**src/rtl/core/skyline_rect_packer_core_macros.svh**
```systemverilog
// assertion macros for the skyline packer
`ifndef SKYLINE_RECT_PACKER_CORE_MACROS_SVH
`define SKYLINE_RECT_PACKER_CORE_MACROS_SVH

// plain property checked on every clock edge out of reset
`define SKYRP_CHECK(lbl, prop, msg) \
	lbl: assert property (@(posedge clk) disable iff (!arst_n) (prop)) else $error(msg);

// implication that holds in the same cycle
`define SKYRP_IMPLY(lbl, ante, cons, msg) \
	lbl: assert property (@(posedge clk) disable iff (!arst_n) (ante) |-> (cons)) else $error(msg);

// implication whose consequent holds in the next cycle
`define SKYRP_NEXT(lbl, ante, cons, msg) \
	lbl: assert property (@(posedge clk) disable iff (!arst_n) (ante) |=> (cons)) else $error(msg);

`endif

```
**src/rtl/core/skyrp_pkg.sv**
```systemverilog
// shared types and constants of the skyline packer
`default_nettype none
package skyrp_pkg;
	localparam int MAX_NODES  = 256;
	localparam int IDX_BITS   = $clog2(MAX_NODES + 1);
	localparam int ADDR_BITS  = $clog2(MAX_NODES);
	localparam int COORD_BITS = 16;

	typedef enum logic [1:0] {
		REG_CANVAS_W = 2'd0,
		REG_CANVAS_H = 2'd1,
		REG_ALIGN    = 2'd2,
		REG_MODE     = 2'd3
	} reg_idx_t;

	typedef struct packed {
		logic [COORD_BITS-1:0] x;
		logic [COORD_BITS-1:0] y;
	} edge_t;

	typedef struct packed {
		logic                 rd_en;
		logic [ADDR_BITS-1:0] rd_addr;
		logic                 wr_en;
		logic [ADDR_BITS-1:0] wr_addr;
		edge_t                wr_data;
		logic                 clr;
	} mem_req_t;
endpackage
`default_nettype wire

```
**src/rtl/core/skyrp_div.sv**
```systemverilog
// restoring divider, one quotient bit per cycle
`default_nettype none
module skyrp_div
	import skyrp_pkg::*;
(
	input  wire logic                  clk,
	input  wire logic                  arst_n,
	input  wire logic                  start,
	input  wire logic [COORD_BITS:0]   num,
	input  wire logic [COORD_BITS-1:0] den,
	output logic                       done,
	output logic [COORD_BITS:0]        quo
);
	localparam int NBITS = COORD_BITS + 1;
	localparam int CBITS = $clog2(NBITS + 1);

	logic [COORD_BITS-1:0] rem_q;
	logic [COORD_BITS:0]   quo_q;
	logic [CBITS-1:0]      cnt_q;
	logic                  run_q;
	logic                  done_q;
	logic [COORD_BITS:0]   trial;

	assign trial = {rem_q, quo_q[COORD_BITS]};

	always_ff @(posedge clk or negedge arst_n) begin
		if (!arst_n) begin
			run_q  <= 1'b0;
			done_q <= 1'b0;
			cnt_q  <= '0;
		end else begin
			done_q <= 1'b0;
			if (start) begin
				run_q <= 1'b1;
				cnt_q <= CBITS'(NBITS);
			end else if (run_q) begin
				cnt_q <= cnt_q - 1'b1;
				if (cnt_q == CBITS'(1)) begin
					run_q  <= 1'b0;
					done_q <= 1'b1;
				end
			end
		end
	end

	always_ff @(posedge clk) begin
		if (start) begin
			rem_q <= '0;
			quo_q <= num;
		end else if (run_q) begin
			if (trial >= {1'b0, den}) begin
				rem_q <= COORD_BITS'(trial - {1'b0, den});
				quo_q <= {quo_q[COORD_BITS-1:0], 1'b1};
			end else begin
				rem_q <= trial[COORD_BITS-1:0];
				quo_q <= {quo_q[COORD_BITS-1:0], 1'b0};
			end
		end
	end

	assign done = done_q;
	assign quo  = quo_q;
endmodule
`default_nettype wire

```
**config.mk**
```make
export PLATFORM = sky130hd
export DESIGN_NAME = skyrp_div
export DESIGN_NICKNAME = d
export VERILOG_FILES = /design/src/rtl/core/skyline_rect_packer_core_macros.svh /design/src/rtl/core/skyrp_pkg.sv /design/src/rtl/core/skyrp_div.sv
export SDC_FILE = /design/constraint.sdc
export NUM_CORES = 1
export LEC_CHECK = 0
export ABC_AREA = 1
export BUFFER_PORTS_ARGS = -buffer_cell sky130_fd_sc_hd__buf_2
export CAP_MARGIN = 20
export CELL_PAD_IN_SITES_DETAIL_PLACEMENT = 1
export CELL_PAD_IN_SITES_GLOBAL_PLACEMENT = 1
export CORE_AREA = 3 3 91 93
export DETAILED_ROUTE_END_ITERATION = 8
export DIE_AREA = 0 0 94 96
export HOLD_SLACK_MARGIN = 0.05
export MAX_ROUTING_LAYER = met4
export PLACE_DENSITY = 0.82
export SLEW_MARGIN = 15
export SYNTH_ARGS = -nofsm -noshare
export SYNTH_HDL_FRONTEND = slang
export SYNTH_SLANG_ARGS = --single-unit
```
**constraint.sdc**
```tcl
create_clock -name clk -period 1.9 [get_ports clk]
set_input_delay 0.19 -clock clk [delete_from_list [all_inputs] [get_ports clk]]
set_output_delay 0.19 -clock clk [all_outputs]
set_load 0.02 [all_outputs]
```
Yosys cells after proc, flatten, opt, wreduce, memory -nomap -nowiden
Cells that the tools add are included.

cells by class
  reductions and logical operators = 1
  add/subtract/negate cells = 2
  magnitude comparators = 1
  muxes and demuxes = 12
  equal/unequal tests = 1

operators with widths
  cell                                               count
  two-way mux 17 bit                                 2
  >= comparator 17 x 16 -> 1 bit                     1
  two-way mux 16 bit                                 1
  subtractor 16 bit                                  1
  two-way mux 5 bit                                  2
  two-way mux 1 bit                                  7
  == test 5 x 1 -> 1 bit (second input constant)     1
  subtractor 5 x 1 -> 5 bit (second input constant)  1
  nonzero test 2 bit                                 1

storage, ports and cells
  output and inout bits = 18
  word-level logic and storage cells = 22
  register bits = 40

Logic depth before layout (Yosys ltp)
  word-level depth = 4
  mapped depth = 14
  depth with buffers taken out = 14

Least setup slack after synthesis
Ideal clock, no wire load.

  path kind = register to register
  from = register quo_q[16], in the netlist quo[16]
  to = register rem_q[8]
  period minus slack after synthesis = 1.869 ns
  data arrival time = 1.756 ns
  slack = 0.031 ns
  cell stages (with the launch flop) = 12
  cells stage by stage = edfxtp_1 -> inv_1 -> ha_1 -> fa_1 -> o21bai_1 -> nand2_1 -> nand3_1 -> nand2_1 -> nand2_1 -> nand2_1 -> nand3_1 -> nand2_1

on the way
  cells in the longest elaborated chain, start to end = 2
  elaborated cells between the ends (all ways) = 3

RTL lines
  what                                                                 line                              text
  start: declaration                                                   skyrp_div.sv:18                   logic [COORD_BITS:0] quo_q;
  start signal: assignment                                             skyrp_div.sv:49                   quo_q <= num;
  start signal: assignment                                             skyrp_div.sv:53                   quo_q <= {quo_q[COORD_BITS-1:0], 1'b1};
  start signal: assignment                                             skyrp_div.sv:56                   quo_q <= {quo_q[COORD_BITS-1:0], 1'b0};
  subtractor 16 bit or >= comparator 17 x 16 -> 1 bit (tied branches)  skyrp_div.sv:52, skyrp_div.sv:51
  two-way mux 16 bit (*)                                               skyrp_div.sv:51                   if (trial >= {1'b0, den}) begin
  end signal: assignment                                               skyrp_div.sv:52                   rem_q <= COORD_BITS'(trial - {1'b0, den});
  end signal: assignment                                               skyrp_div.sv:55                   rem_q <= trial[COORD_BITS-1:0];
  end: declaration                                                     skyrp_div.sv:17                   logic [COORD_BITS-1:0] rem_q;

Every way passes the cells marked *; elsewhere a longest branch is shown, timed or not.
A chain may end at the register's enable or synchronous reset.

Final worst setup path
  from = register quo_q[16], in the netlist quo[16]
  to = register rem_q[6]

Same word-level chain as after synthesis.

==> flow_summary.yaml <==
detailed_routing:
  wirelength_um: 9370
  num_vias: 3050
  dr_wl_met3_um: 340
  maxUsedRoutingLayer: "met4"
  wl_per_cell_um: 15.2
  firstDrtPassIters: 4
  initialDrtViolationCount: 79
  wl_met1_um: 3980
  vias_per_cell: 4.94
  wl_met2_um: 4870
  postRouteAntennaNets: 0
  drc: 0
critical_path:
  cp_data_arrival_time_ps: 2110
  rr_endpoint: "rem_q[6]$_SDFFE_PP0P_"
  crit_type: "reg -> reg"
  endpoint_kind: "register"
  critical_path_required_ps: 2090
  critPathCapture: "rem_q[6]$_SDFFE_PP0P_"
  rr_startpoint: "quo[16]$_DFFE_PP_"
  critPathMaxFanout: 3
  critPathLaunchType: "register"
  reg2reg_setup_slack_ps: -10
  crit_start: "quo[16]$_DFFE_PP_"
  reg2reg_depth: 11
clock_network:
  numCtsBuffers: 5
  root_buffer: "clkbuf_8"
  clock_sinks: 40
  cts_tree: "yes"
  clock_latency_ps: 300
  cts_buffer_depth: 2
  cts.htree.levels: 2
  cts.clk_slew.worst_paths_ps: 90
global_routing:
  antenna_found_initial: 0
  grt_util_all_layers_pct: 20.5
  grt_first_pass_wirelength_um: 14400
  grt_overflow: 0
  grt_max_degree: 25
  grt_pass1_vias: 3138
synth:
  async_reset_ff_share_pct: 17.5
  synth_edf_count: 17
  yosys-top-cells-area: "nand2_1 (22%), edfxtp_1 (18%), dfxtp_1 (11%)"
  synth_cell_types: 34
  synth_top_area_share_pct: 21.7
  synth_fp_nets: 489
  synth_area_mm2: 0.00290
  synth_most_common_cell: "nand2_1"
  seq_area_frac_synth_pct: 34.7
  synth-main-ff-cell: "edfxtp_1"
  yosys_warnings: 0
  ys_seq_elements: 40
  syn_avg_cell_area_um2: 6.69
  yosysTopAreaCell: "nand2_1"
  syn_inst: 434
  synthTopCellsByCount: "nand2_1 (168), inv_1 (78), nand3_1 (39)"
finish:
  drive_gt1_share_pct: 27.6
  n_antenna_cell: 0
  finish.net_count: 569
  finalInstanceArea_mm2: 0.00383
  fin_util_pct: 50.3
  area_growth_pct: 31.9
  instances_no_fill: 617
floorplanning:
  die-area_mm2: 0.00902
  rows: 32
  design.portCount: 54
  core_area_mm2: 0.00761
  start_util_pct: 38.1
  fp.dieW_um: 94
  die_y_um: 96
power_and_ir_drop:
  clkPwrFrac_pct: 11.1
  combPwrFrac_pct: 63.5
  powerDensity_mw_per_mm2: 1420
  design_power_total_uw: 5430
  p_sw_share_pct: 46.9
  seq_power_share_pct: 25.4
  ir_worst_vdd_mv: 0.560
  p_leak_uw: 0.00205
  p_int_uw: 2880
  p_switching_uw: 2550
sta:
  finalMaxSlewViolations: 0
  fin_skew_ps: 7.88
  worstMarginPinSlew_ps: 616
  hold_viol: 0
  period_needed_ps: 1910
  finalCritPeriodShare_pct: 101
  worst_slack_ps: -14.4
  rsz0062_at_grt: "yes"
  maxSlewHeadroom_pct: 58.9
  fmax_ghz: 0.522
  setup_viol: 1
placed_design:
  pre_cts_ws_ps: -36.6
  gp_congestion: 0.922
  detailed_place_hpwl_um: 6860
  placed_cell_area_mm2: 0.00344
  numPortBuffers: 53
  place_inst: 604
run_status:
  violations: "setup timing"
  outcome: "finished with violations"
min_path:
  hold_path.class: "in -> reg"
  hp-start: "num[7]"
job:
  drv_cap: 0
[power groups by stage]
| stage | registers (uW) | clock network [uW] | logic (uW) |
|---|---|---|---|
| floorplan | 1370 | 0 | 1920 |
| global placement | 1320 | 0 | 2810 |
| detailed placement | 1330 | 0 | 2920 |
| CTS | 1320 | 609 | 2970 |
| global route | 1410 | 643 | 3820 |
| finish | 1380 | 601 | 3450 |
[per-stage QoR]
stage / TNS [ps] / hold WS [ps]
3_5_place_dp: -48.3 / 31.3
4_1_cts: 0 / 157
2_1_floorplan: 0 / -106
3_3_place_gp: 0 / 28.9
6_report: -14.4 / 158
5_1_grt: -972 / 164
[state kept, by name, summed over array words and instances (netlist names)]
name	cells
rem_q	16
cnt_q	5
quo	17
run_q	1
done	1
[worst min-delay path by stage]
| stage | endpoint | cells after the start |
|---|---|---|
| 3_3_place_gp | cnt_q[2]$_DFFE_PN0P_ | 1 |
| 6_report | quo[7]$_DFFE_PP_ | 3 |
| 2_1_floorplan | cnt_q[0]$_DFFE_PN0P_ | 0 |
| 5_1_grt | quo[5]$_DFFE_PP_ | 3 |
| 4_1_cts | quo[7]$_DFFE_PP_ | 3 |
| 3_5_place_dp | cnt_q[1]$_DFFE_PN0P_ | 1 |
[cells by family after synthesis]
logic type / share of synthesized area (%)
flops: 34.7
simple gates: 37.9
fa+ha+maj: 8.45
buf+inv: 11.8
compound gates: 5.30
xor+xnor: 1.81
[layout make-up]
cell class | instances | area, um2
well taps | 102 | 128
repair buffers | 81 | 509
flip-flops and latches | 40 | 1020
inverters | 78 | 293
multi-input cells | 308 | 1800
clock inverters | 2 | 12.5
clock buffers | 6 | 72.6
fillers | 1003 | 3780
[per-layer routing]
layer  vias to the layer above  global-route usage [%]
met5                         -                       -
met4                         0                    5.66
met3                        22                    3.21
met2                        56                    36.8
met1                      1463                    23.9
li1                       1509                       -
[layout by cell type, fill, tap and decap left out, types with 2 or more instances in the layout]
| master | count |
|---|---|
| nand3b_1 | 7 |
| nand2_4 | 2 |
| nand3_2 | 5 |
| nor3_1 | 3 |
| inv_2 | 4 |
| o21ai_2 | 2 |
| ha_2 | 2 |
| clkbuf_8 | 5 |
| inv_1 | 74 |
| a21oi_1 | 7 |
| buf_2 | 53 |
| ha_4 | 13 |
| dfrtp_1 | 7 |
| buf_6 | 3 |
| nor2_2 | 4 |
| dfxtp_1 | 8 |
| nand3_1 | 36 |
| nor2_1 | 20 |
| o21ai_0 | 7 |
| nand2_2 | 8 |
| dfxtp_2 | 8 |
| nand4_1 | 5 |
| nand2_1 | 161 |
| buf_4 | 22 |
| edfxtp_1 | 17 |
| ha_1 | 3 |
| a21oi_2 | 2 |
| xnor2_1 | 5 |
| o21ai_1 | 4 |
[worst max-delay path: stages (launching register included)]
cell,delay [ps]
edfxtp_1,380
inv_2,60
ha_4,160
fa_2,420
inv_2,60
nand2_1,50
nand3b_1,190
buf_4,150
xnor2_1,120
nand2_1,70
nand3_1,80
o21ai_2,60
[repair_timing]
action | CTS | global route
buffers inserted | 0 | 2
setup endpoints to repair | 4 | 17
endpoints found under the hold margin | 7 | 0
hold buffers | 1 | 0
pin swaps | 1 | 11
gates cloned | 0 | 2
resized for setup | 2 | 57
Note: power is estimated with default switching activity, not from simulation.
